==> src/design/clapd_pkg.sv <==
// ----------------------------------------------------------------------------
// clapd_pkg
// shared widths, codes and types of the clap pattern detector
// ----------------------------------------------------------------------------
`default_nettype none

package clapd_pkg;

  // samples per analysis window (1 to 128)
  localparam int WINDOW = 70;

  localparam int SAMPLE_W = 10;
  localparam int TIME_W   = 32;
  localparam int GAP_W    = 16;
  localparam int IDX_W    = 7;
  localparam int COUNT_W  = 8;
  localparam int PAT_W    = 2;
  localparam int CFG_W    = 16;
  localparam int CFG_IDX_W = 2;

  // queue between window tracker and decision stage
  localparam int Q_DEPTH = 2;
  localparam int Q_PTR_W = $clog2(Q_DEPTH);
  localparam int Q_CNT_W = $clog2(Q_DEPTH + 1);

  // register indexes
  localparam logic [CFG_IDX_W-1:0] REG_AMP_THRESHOLD = 2'd0;
  localparam logic [CFG_IDX_W-1:0] REG_MIN_GAP       = 2'd1;
  localparam logic [CFG_IDX_W-1:0] REG_END_GAP       = 2'd2;

  // register reset values
  localparam logic [SAMPLE_W-1:0] AMP_THRESHOLD_RST = 10'd512;
  localparam logic [GAP_W-1:0]    MIN_GAP_RST       = 16'd100;
  localparam logic [GAP_W-1:0]    END_GAP_RST       = 16'd700;

  localparam logic [COUNT_W-1:0] COUNT_MAX = '1;

  typedef enum logic [PAT_W-1:0] {
    PAT_NONE   = 2'd0,
    PAT_DOUBLE = 2'd1,
    PAT_TRIPLE = 2'd2
  } pattern_t;

  // one finished window handed from front to back
  typedef struct packed {
    logic [SAMPLE_W-1:0] amp;
    logic [TIME_W-1:0]   now_ms;
  } win_entry_t;

  // configuration seen by the decision stage
  typedef struct packed {
    logic [SAMPLE_W-1:0] amp_threshold;
    logic [GAP_W-1:0]    min_gap_ms;
    logic [GAP_W-1:0]    end_gap_ms;
  } cfg_t;

  // queue status toward the producer and consumer
  typedef struct packed {
    logic full;
    logic empty;
  } q_status_t;

endpackage

`default_nettype wire

==> src/design/clap_pattern_detector_top.sv <==
// ----------------------------------------------------------------------------
// clap_pattern_detector_top
// peak-to-peak clap detector, double/triple clap pattern classification
// ----------------------------------------------------------------------------
// throughput: one sample per cycle unless a window's last sample finds the queue
//   full; the window tracker updates min/max on each accepted sample, and the
//   decision stage retires one window per cycle unless the result is stalled
// result path: the window's last sample is written into the queue, then the
//   decision for that window is registered into the output register
// reset: synchronous, clears window, tally, pattern, queue and the registers
//   to their defaults (threshold 512, min gap 100, end gap 700); no clearing pass
`default_nettype none

module clap_pattern_detector_top (
  input  wire logic                                clk,
  input  wire logic                                rst,
  // sample channel
  input  wire logic                                in_valid,
  output logic                                     in_ready,
  input  wire logic [clapd_pkg::SAMPLE_W-1:0]      sample,
  input  wire logic [clapd_pkg::TIME_W-1:0]        now_ms,
  // result channel, one transfer per finished window
  output logic                                     out_valid,
  input  wire logic                                out_ready,
  output logic [clapd_pkg::PAT_W-1:0]              pattern,
  output logic [clapd_pkg::COUNT_W-1:0]            clap_count,
  output logic [clapd_pkg::SAMPLE_W-1:0]           amplitude,
  // register write port
  input  wire logic                                cfg_we,
  input  wire logic [clapd_pkg::CFG_IDX_W-1:0]     cfg_index,
  input  wire logic [clapd_pkg::CFG_W-1:0]         cfg_wdata
);

  clapd_pkg::cfg_t       cfg;
  clapd_pkg::q_status_t  q_status;
  clapd_pkg::win_entry_t push_entry;
  clapd_pkg::win_entry_t pop_entry;
  logic                  push;
  logic                  pop;

  // configuration registers; writes beyond the list are dropped
  always_ff @(posedge clk) begin
    if (rst) begin
      cfg.amp_threshold <= clapd_pkg::AMP_THRESHOLD_RST;
      cfg.min_gap_ms    <= clapd_pkg::MIN_GAP_RST;
      cfg.end_gap_ms    <= clapd_pkg::END_GAP_RST;
    end else if (cfg_we) begin
      unique case (cfg_index)
        clapd_pkg::REG_AMP_THRESHOLD: begin
          cfg.amp_threshold <= cfg_wdata[clapd_pkg::SAMPLE_W-1:0];
        end
        clapd_pkg::REG_MIN_GAP: begin
          cfg.min_gap_ms <= cfg_wdata[clapd_pkg::GAP_W-1:0];
        end
        clapd_pkg::REG_END_GAP: begin
          cfg.end_gap_ms <= cfg_wdata[clapd_pkg::GAP_W-1:0];
        end
        default: begin
        end
      endcase
    end
  end

  // front: min/max tracking, window end produces an amplitude entry
  clapd_front u_front (
    .clk        (clk),
    .rst        (rst),
    .in_valid   (in_valid),
    .in_ready   (in_ready),
    .sample     (sample),
    .now_ms     (now_ms),
    .q_status   (q_status),
    .push       (push),
    .push_entry (push_entry)
  );

  // short queue lets sample intake continue while a result is stalled
  clapd_queue u_queue (
    .clk        (clk),
    .rst        (rst),
    .push       (push),
    .push_entry (push_entry),
    .pop        (pop),
    .pop_entry  (pop_entry),
    .q_status   (q_status)
  );

  // back: gap evaluation, clap tally, pattern, registered result
  clapd_back u_back (
    .clk        (clk),
    .rst        (rst),
    .cfg        (cfg),
    .q_status   (q_status),
    .pop_entry  (pop_entry),
    .pop        (pop),
    .out_valid  (out_valid),
    .out_ready  (out_ready),
    .pattern    (pattern),
    .clap_count (clap_count),
    .amplitude  (amplitude)
  );

endmodule

`default_nettype wire

==> src/design/clapd_front.sv <==
// ----------------------------------------------------------------------------
// clapd_front
// window tracker: min/max over a window, emits amplitude at window end
// ----------------------------------------------------------------------------
`default_nettype none

module clapd_front (
  input  wire logic                               clk,
  input  wire logic                               rst,
  input  wire logic                               in_valid,
  output logic                                    in_ready,
  input  wire logic [clapd_pkg::SAMPLE_W-1:0]     sample,
  input  wire logic [clapd_pkg::TIME_W-1:0]       now_ms,
  input  wire clapd_pkg::q_status_t               q_status,
  output logic                                    push,
  output clapd_pkg::win_entry_t                   push_entry
);

  logic [clapd_pkg::SAMPLE_W-1:0] win_max;
  logic [clapd_pkg::SAMPLE_W:0]   win_min;
  logic [clapd_pkg::IDX_W-1:0]    sample_index;

  logic                           last;
  logic                           accept;
  logic [clapd_pkg::SAMPLE_W-1:0] max_next;
  logic [clapd_pkg::SAMPLE_W:0]   min_next;

  assign last = (sample_index == clapd_pkg::IDX_W'(clapd_pkg::WINDOW - 1));

  // only the window's last sample needs room in the queue
  assign in_ready = !(last && q_status.full);
  assign accept   = in_valid && in_ready;

  assign max_next = (sample > win_max) ? sample : win_max;
  assign min_next = ({1'b0, sample} < win_min) ? {1'b0, sample} : win_min;

  assign push              = accept && last;
  assign push_entry.amp    = max_next - min_next[clapd_pkg::SAMPLE_W-1:0];
  assign push_entry.now_ms = now_ms;

  always_ff @(posedge clk) begin
    if (rst) begin
      win_max      <= '0;
      win_min      <= (clapd_pkg::SAMPLE_W+1)'(1 << clapd_pkg::SAMPLE_W);
      sample_index <= '0;
    end else if (accept) begin
      if (last) begin
        win_max      <= '0;
        win_min      <= (clapd_pkg::SAMPLE_W+1)'(1 << clapd_pkg::SAMPLE_W);
        sample_index <= '0;
      end else begin
        win_max      <= max_next;
        win_min      <= min_next;
        sample_index <= sample_index + 1'b1;
      end
    end
  end

endmodule

`default_nettype wire

==> src/design/clapd_queue.sv <==
// ----------------------------------------------------------------------------
// clapd_queue
// short register queue of finished windows
// ----------------------------------------------------------------------------
`default_nettype none

module clapd_queue (
  input  wire logic                  clk,
  input  wire logic                  rst,
  input  wire logic                  push,
  input  wire clapd_pkg::win_entry_t push_entry,
  input  wire logic                  pop,
  output clapd_pkg::win_entry_t      pop_entry,
  output clapd_pkg::q_status_t       q_status
);

  clapd_pkg::win_entry_t             slots [clapd_pkg::Q_DEPTH];
  logic [clapd_pkg::Q_PTR_W-1:0]     wr_ptr;
  logic [clapd_pkg::Q_PTR_W-1:0]     rd_ptr;
  logic [clapd_pkg::Q_CNT_W-1:0]     count;

  assign q_status.full  = (count == clapd_pkg::Q_CNT_W'(clapd_pkg::Q_DEPTH));
  assign q_status.empty = (count == '0);
  assign pop_entry      = slots[rd_ptr];

  always_ff @(posedge clk) begin
    if (push) begin
      slots[wr_ptr] <= push_entry;
    end
  end

  always_ff @(posedge clk) begin
    if (rst) begin
      wr_ptr <= '0;
      rd_ptr <= '0;
      count  <= '0;
    end else begin
      if (push) begin
        wr_ptr <= (wr_ptr == clapd_pkg::Q_PTR_W'(clapd_pkg::Q_DEPTH - 1)) ? '0 : wr_ptr + 1'b1;
      end
      if (pop) begin
        rd_ptr <= (rd_ptr == clapd_pkg::Q_PTR_W'(clapd_pkg::Q_DEPTH - 1)) ? '0 : rd_ptr + 1'b1;
      end
      if (push && !pop) begin
        count <= count + 1'b1;
      end else if (pop && !push) begin
        count <= count - 1'b1;
      end
    end
  end

endmodule

`default_nettype wire

==> src/design/clapd_back.sv <==
// ----------------------------------------------------------------------------
// clapd_back
// decision stage: gap check, clap tally, pattern, output register
// ----------------------------------------------------------------------------
`default_nettype none

module clapd_back (
  input  wire logic                               clk,
  input  wire logic                               rst,
  input  wire clapd_pkg::cfg_t                    cfg,
  input  wire clapd_pkg::q_status_t               q_status,
  input  wire clapd_pkg::win_entry_t              pop_entry,
  output logic                                    pop,
  output logic                                    out_valid,
  input  wire logic                               out_ready,
  output logic [clapd_pkg::PAT_W-1:0]             pattern,
  output logic [clapd_pkg::COUNT_W-1:0]           clap_count,
  output logic [clapd_pkg::SAMPLE_W-1:0]          amplitude
);

  logic [clapd_pkg::TIME_W-1:0]   last_loud_ms;
  logic [clapd_pkg::COUNT_W-1:0]  clap_tally;
  clapd_pkg::pattern_t            pattern_state;
  clapd_pkg::pattern_t            pattern_out;
  logic [clapd_pkg::SAMPLE_W-1:0] amp_out;

  logic [clapd_pkg::TIME_W-1:0]   diff;
  logic [clapd_pkg::GAP_W-1:0]    gap;
  logic                           loud;
  logic                           clap;
  logic [clapd_pkg::COUNT_W-1:0]  tally_mid;
  logic [clapd_pkg::COUNT_W-1:0]  clap_tally_next;
  clapd_pkg::pattern_t            pattern_state_next;

  assign pop = !q_status.empty && (!out_valid || out_ready);

  assign diff = pop_entry.now_ms - last_loud_ms;
  assign gap  = diff[clapd_pkg::GAP_W-1:0];
  assign loud = (pop_entry.amp > cfg.amp_threshold);
  assign clap = loud && (gap > cfg.min_gap_ms);

  always_comb begin
    tally_mid          = clap_tally;
    pattern_state_next = pattern_state;
    if (gap > cfg.end_gap_ms) begin
      if (clap_tally != '0) begin
        if (clap_tally == clapd_pkg::COUNT_W'(2)) begin
          pattern_state_next = clapd_pkg::PAT_DOUBLE;
        end
        if (clap_tally == clapd_pkg::COUNT_W'(3)) begin
          pattern_state_next = clapd_pkg::PAT_TRIPLE;
        end
        tally_mid = '0;
      end else begin
        pattern_state_next = clapd_pkg::PAT_NONE;
      end
    end
    clap_tally_next = tally_mid;
    if (clap && (tally_mid != clapd_pkg::COUNT_MAX)) begin
      clap_tally_next = tally_mid + 1'b1;
    end
  end

  always_ff @(posedge clk) begin
    if (rst) begin
      last_loud_ms  <= '0;
      clap_tally    <= '0;
      pattern_state <= clapd_pkg::PAT_NONE;
      out_valid     <= 1'b0;
    end else begin
      if (pop) begin
        if (loud) begin
          last_loud_ms <= pop_entry.now_ms;
        end
        clap_tally    <= clap_tally_next;
        pattern_state <= pattern_state_next;
        out_valid     <= 1'b1;
      end else if (out_ready) begin
        out_valid <= 1'b0;
      end
    end
  end

  always_ff @(posedge clk) begin
    if (pop) begin
      pattern_out <= pattern_state_next;
      amp_out     <= pop_entry.amp;
    end
  end

  assign pattern    = pattern_out;
  assign clap_count = clap_tally;
  assign amplitude  = amp_out;

  // pattern code three is never produced
  a_no_pattern_three: assert property (@(posedge clk) disable iff (rst)
    out_valid |-> (pattern != 2'd3))
    else $error("pattern code three on output");

  // tally moves only when a window is decided
  a_tally_on_pop: assert property (@(posedge clk) disable iff (rst)
    !pop |=> $stable(clap_tally))
    else $error("clap tally changed without a window");

  // a new result follows a pop from the queue
  a_valid_from_pop: assert property (@(posedge clk) disable iff (rst)
    $rose(out_valid) |-> $past(pop))
    else $error("result appeared without a queued window");

endmodule

`default_nettype wire
==> config.mk <==
export PLATFORM = sky130hd
export DESIGN_NAME = clap_pattern_detector_top
export DESIGN_NICKNAME = d
export VERILOG_FILES = /design/src/design/clapd_pkg.sv /design/src/design/clap_pattern_detector_top.sv /design/src/design/clapd_front.sv /design/src/design/clapd_queue.sv /design/src/design/clapd_back.sv
export SDC_FILE = /design/constraint.sdc
export NUM_CORES = 1
export LEC_CHECK = 0
export BUFFER_PORTS_ARGS = -buffer_cell sky130_fd_sc_hd__buf_2
export CORE_MARGIN = 2
export CORE_UTILIZATION = 55
export DETAILED_ROUTE_END_ITERATION = 10
export HOLD_SLACK_MARGIN = 0.15
export PLACE_DENSITY = 0.75
export SLEW_MARGIN = 20
export SYNTH_ARGS = -nofsm -noshare
export SYNTH_HDL_FRONTEND = slang
export SYNTH_SLANG_ARGS = --single-unit
==> constraint.sdc <==
create_clock -name clk -period 6.89 [get_ports clk]
set_input_delay 0.3445 -clock clk [delete_from_list [all_inputs] [get_ports clk]]
set_output_delay 0.3445 -clock clk [all_outputs]
set_load 0.03 [all_outputs]
==> results of run 1 <==
==> per-stage QoR <==
step	util [%]	setup WS (ps)	cells	hold slack (ps)	power [W]
2_1_floorplan	-	1980	937	436	0.00126
3_3_place_gp	59.8	1600	1202	443	0.00132
3_5_place_dp	59.8	1540	1202	449	0.00133
4_1_cts	64.7	1440	1253	154	0.00226
5_1_grt	64.7	1010	1253	155	0.00234
6_report	64.7	1450	1253	167	0.00224
==> registers in the layout, indices dropped and copies added (netlist names), named ones only <==
name	count
u_queue.rd_ptr	1
u_front.sample_index	7
u_back.pattern	2
u_front.win_max	10
u_back.pattern_state	2
u_front.win_min	11
u_back.amplitude	10
u_back.clap_count	8
u_queue.slots	52
u_queue.wr_ptr	1
cfg	42
u_back.last_loud_ms	16
u_back.out_valid	1
u_queue.count	2
==> power by group through the flow <==
stage	combinational (W)	sequential, W	clock (W)
5_1_grt	0.000294	0.00106	0.000979
2_1_floorplan	0.000179	0.00108	0
3_3_place_gp	0.000237	0.00108	0
3_5_place_dp	0.000246	0.00108	0
6_report	0.000257	0.00106	0.000919
4_1_cts	0.000256	0.00106	0.000937
==> routing by layer <==
layer  vias up  track usage, %  share of wire (%)
li1       3471               -                  -
met1      3145            30.7                 50
met2       150            35.6                 44
met3        29            4.67                4.7
met4         0            6.82                1.5
met5         -               0                  0
==> timing repair <==
action                     CTS  global route
hold endpoints to repair    37             0
hold buffers                19             0
gates resized for setup      0             0
setup endpoints to repair    0             0
==> final cells by class <==
cell class	instances	area (sq um)
timing repair buffer	97	601
sequential	166	3960
fill	1324	5600
multi-input combinational	649	4510
tap	216	270
clock inverter	8	61.3
clock buffer	24	524
inverter	93	349
==> synthesized netlist by cell type, types with 5 or more instances <==
cell type  instances  area share, %
mux2_2            27            3.4
o211ai_1          13            1.1
xnor2_1           15            1.5
nand2_1           81            3.4
ha_1              89             12
nand2b_1           8           0.56
nor2b_1           12           0.84
inv_1             91            3.8
nand4_1           13           0.91
a21o_1            24            2.0
clkbuf_1          20           0.84
o21a_1             6           0.50
buf_1              5           0.21
a21oi_1           82            4.6
a22oi_1           17            1.4
o21ai_1            8           0.45
and2_1             5           0.35
a31oi_1            5           0.35
nor3_1             6           0.34
xor2_1            13            1.3
edfxtp_1          64             22
nand3_1           10           0.56
and3_1             6           0.42
mux2i_1            9            1.0
o21ai_0           15           0.84
dfxtp_1          102             23
nor2_1           112            4.7
==> path summary, 6_finish.rpt <==
path            startpoint  depth (start not counted)  slack [ps]              endpoint
max                   flop                         19        1450  u_back.clap_count[7]
min reg2reg        cfg[27]                          2         450               cfg[27]
max reg2reg           flop                         19        1450  u_back.clap_count[7]
min          cfg_wdata[14]                          3         170               cfg[30]
==> cells by family after synthesis <==
logic type,synth area share (%)
XOR/XNOR,2.75
flip-flops,44.4
adder cells (fa/ha/maj),12.9
multiplexers,4.92
AO/OA/AOI/OAI,15.5
buffers and inverters,5.21
AND/OR/NAND/NOR,14.3
==> worst max-delay path: cells and delay by family, from the launching register on <==
family | cells | cell delay [ps]
compound gates | 11 | 2520
mux | 1 | 440
simple gates | 4 | 1120
fa+ha+maj | 2 | 620
flops | 1 | 300
buf+inv | 1 | 340
==> flow_summary.toml, run 1 <==
[run_status]
status = "finished, final reports clean"

[final_layout]
syn_to_final_growth_pct = 15.2
layout-drive-gt1-share_pct = 14.5
nets = 1180
diodes = 0
final_common_cell = "nor2_1"
mostFrequentLayoutCells = "nor2_1, dfxtp_1, inv_1"
fin_area_sq_um = 10300

[synth]
synth_edf_count = 64
synthCells = 937
yosys_register_bits = 166
synth_nets = 1093
synthArstFlopShare_pct = 0
synth_area_sq_um = 8930
ys_types = 69
syn_avg_cell_area_sq_um = 9.53
yosys_warnings = 0
synth_flop_cell = "dfxtp_1"
yosysSeqAreaShare_pct = 44.4

[power]
p_leak_nw = 4.16
switching_share_pct = 24.2
max-vdd-ir-drop_mv = 0.193
pwr_density_cell_nw_per_um2 = 218
switchingPower_w = 0.000541
pwr-share-clk_pct = 41.1
seqPwrFrac_pct = 47.5
p_int_w = 0.00170
combPwrFrac_pct = 11.5

[job]
drv_cap = 0

[placement]
io_buffers = 70
hpwl_um = 13200
placed_cell_area_sq_um = 9500
gp_congestion = 0.817

[timing]
final.setup.tns_ps = 0
relSlewSlack_pct = 35.2
rsz0062_at_grt = "false"
fin_crit_sh_pct = 78.9
hold_viol_final = 0
fin_skew_ps = 6.63
worstMarginPinSlew_ps = 971
fin_crit_ps = 5440
max_freq_ghz = 0.184
drv_slew = 0
setup_violations = 0

[drt]
drc = 0
wire_per_inst_um = 14.7
drtPass1Iterations = 5
via_per_inst = 5.42
vias = 6795
first_iter_violations = 411
ant_nets = 0
wirelength_um = 18500

[worst_setup_path]
worstPathMaxFanout = 26
path_cells = "buf_4 -> mux2_2 -> ha_1 -> nor2b_1 -> o21ai_1 -> a21oi_1 -> o211ai_1 -> a21boi_0 -> o311ai_1 -> a21boi_0 -> ha_1 -> a21o_1 -> a21o_1 -> a21oi_1 -> o21ai_1 -> and2_1 -> nor2_1 -> nand4_1 -> o32ai_1"
cp.required_ps = 7230
cp_slowest_cell = "nor2_1"
crit_path_start_kind = "flop"
cp_slowest_stage_delay_ps = 570
path_class = "reg2reg"
crit_arrival_ps = 5780
setup.worst_path.end_class = "flop"

[cts]
cts_sinks = 166
htree_levels = 4
clock_path_buffers = 2
cts_root_buf = "clkbuf_16"
cts_setup_buffers = 0
worstSkewPairLatency_ps = 430
path_clk_slew_ps = 60
cts_tree = "yes"
cts-buffers-inserted = 17

[global_routing]
grt_pass1_vias = 6523
grt_pass1_wl_um = 31100
track_usage_pct = 22.3
grt_overflow = 0
grt_max_degree = 86
antenna_found_initial = 0

[die]
dieWidth_um = 131
coreArea_sq_um = 15900
io_pins = 87
fp-row-count = 46
initial_core_util_pct = 56.2
die_y_um = 131
dieArea_sq_um = 17300

[min_path]
hold_class = "in2reg"
(Power assumes the default switching activity.)
==> run 2, diff against run 1 <==
==> constraint.sdc (replaced) <==
create_clock -name clk -period 5.6 [get_ports clk]
set_input_delay 0.28 -clock clk [delete_from_list [all_inputs] [get_ports clk]]
set_output_delay 0.28 -clock clk [all_outputs]
set_load 0.03 [all_outputs]
==> run 2 against run 1 <==
Compared with the run above:
- via count fell by 0.99%
- first-iteration DRC count fell by 10%
- register-to-register slack got worse by 910 ps
- largest power group unchanged
- clock power rose by 22%
- critical path type unchanged
- final area rose by 1.5%
- largest cell class unchanged
==> flow_summary.toml, run 2 (synthesis gave the netlist of run 1 again) <==
[drt]
drc = 0
first_iter_violations = 369
wire_per_inst_um = 14.5
wirelength_um = 18400
via_per_inst = 5.30
ant_nets = 0
vias = 6728
drtPass1Iterations = 5

[timing]
rsz0062_at_grt = "false"
holdWs_ps = 177
fin_skew_ps = 15.4
final.setup.tns_ps = 0
relSlewSlack_pct = 35.9
max_freq_ghz = 0.198
drv_slew = 0
fin_crit_sh_pct = 90.4
hold_viol_final = 0
fin_crit_ps = 5060
worstMarginPinSlew_ps = 961
setup_violations = 0

[final_layout]
reg.largest.list = "u_queue.slots x52, cfg x42, u_back.last_loud_ms x16"
largest_reg_flops = 52
fill_cells = 1297
diodes = 0
regMostFlops = "u_queue.slots"
layout-drive-gt1-share_pct = 14.5
syn_to_final_growth_pct = 16.9
mostFrequentLayoutCells = "nor2_1, dfxtp_1, inv_1"
final_common_cell = "nor2_1"
nets = 1197

[die]
initial_core_util_pct = 56.2
dieArea_sq_um = 17300
dieWidth_um = 131
io_pins = 87
fp-row-count = 46
coreArea_sq_um = 15900
die_y_um = 131

[cts]
clock_path_buffers = 2
cts_root_buf = "clkbuf_16"
htree_levels = 4
path_clk_slew_ps = 60
cts_tree = "yes"
cts_sinks = 166
worstSkewPairLatency_ps = 430
cts-buffers-inserted = 17

[global_routing]
grt_pass1_vias = 6436
grt_overflow = 0
track_usage_pct = 22.2
antenna_found_initial = 0
grt_pass1_wl_um = 31100
grt_max_degree = 86

[worst_setup_path]
cp_slowest_stage_delay_ps = 500
worstPathMaxFanout = 12
cp_slowest_cell = "dfxtp_1"
cp.required_ps = 5950
setup.worst_path.end_class = "flop"
crit_arrival_ps = 5410
crit_path_start_kind = "flop"
path_cells = "buf_4 -> mux2_2 -> ha_1 -> a21o_1 -> a21oi_1 -> o21ai_0 -> o311ai_1 -> a21boi_0 -> ha_1 -> a21o_1 -> a21o_1 -> a21oi_1 -> o21ai_1 -> and2_1 -> o21ai_1 -> o311ai_0 -> a21oi_1"
path_class = "reg2reg"

[min_path]
hold_class = "in2reg"

[power]
pwr-share-clk_pct = 40.7
combPwrFrac_pct = 11.8
switching_share_pct = 24.3
p_int_w = 0.00208
p_leak_nw = 4.23
pwr_density_cell_nw_per_um2 = 263
switchingPower_w = 0.000667
max-vdd-ir-drop_mv = 0.228
seqPwrFrac_pct = 47.5

[run_status]
status = "finished, final reports clean"

[placement]
io_buffers = 70
gp_congestion = 0.838
hpwl_um = 13100

[job]
drv_cap = 0
## run 2: cell count changes in the layout (fill, tap and decap cells not counted), sizes merged
cell / delta
buf: +2
clkbuf: -1
clkinv: +1
dlygate4sd3: +15
## run 2: layer usage
layer / GRT usage [%] / wire [um] / vias up
li1: - / - / 3507
met2: 33.6 / 7990 / 128
met5: 0 / 0 / -
met4: 6.46 / 202 / 0
met1: 32.2 / 9370 / 3078
met3: 4.59 / 815 / 15
## run 2: power groups by stage
stage	logic (W)	registers [W]	clock network (W)
final	0.000323	0.00131	0.00112
after global routing	0.000370	0.00131	0.00119
after CTS	0.000323	0.00131	0.00114
after detailed placement	0.000302	0.00133	0
after global placement	0.000293	0.00133	0
after floorplan	0.000220	0.00133	0
## run 2: worst paths after layout
check,from,endpoint,slack (ps),depth (start not counted)
max,flop,u_back.clap_count[2],540,17
min,sample[1],u_front.win_min[1],180,3
max reg2reg,flop,u_back.clap_count[2],540,17
min reg2reg,cfg[23],cfg[23],450,2
## run 2: through the flow
step	utilization, %	total power, W	instance area [sq um]	cells	worst slack, ps
6_report	65.7	0.00275	10400	1270	538
5_1_grt	65.7	0.00287	10400	1270	147
4_1_cts	65.7	0.00277	10400	1270	581
3_5_place_dp	59.9	0.00163	9520	1204	609
3_3_place_gp	59.9	0.00162	9520	1204	631
2_1_floorplan	-	0.00155	8930	937	687
## run 2: what timing repair did
item	in CTS	in global routing
endpoints found under the setup margin	0	0
resized for setup	0	0
endpoints found under the hold margin	74	0
hold buffers	34	0
buffers inserted	0	0
## run 2: worst max-delay path: cells and delay by family (launching register included)
family / cells / cell delay, ps
muxes: 1 / 380
adders and majority gates: 2 / 720
DFF: 1 / 500
AOI/OAI and AO/OA: 12 / 2890
buffers and inverters: 1 / 290
and+or+nand+nor: 1 / 200
## run 2: cell type report
| cell class | instances | area [sq um] | share of cell area (%) |
|---|---|---|---|
| clock buffers | 23 | 510 | 4.89 |
| clock inverters | 9 | 65.1 | 0.623 |
| inverters | 93 | 349 | 3.34 |
| multi-input cells | 649 | 4510 | 43.2 |
| flip-flops and latches | 166 | 3960 | 38.0 |
| well taps | 216 | 270 | 2.59 |
| repair buffers | 114 | 766 | 7.34 |
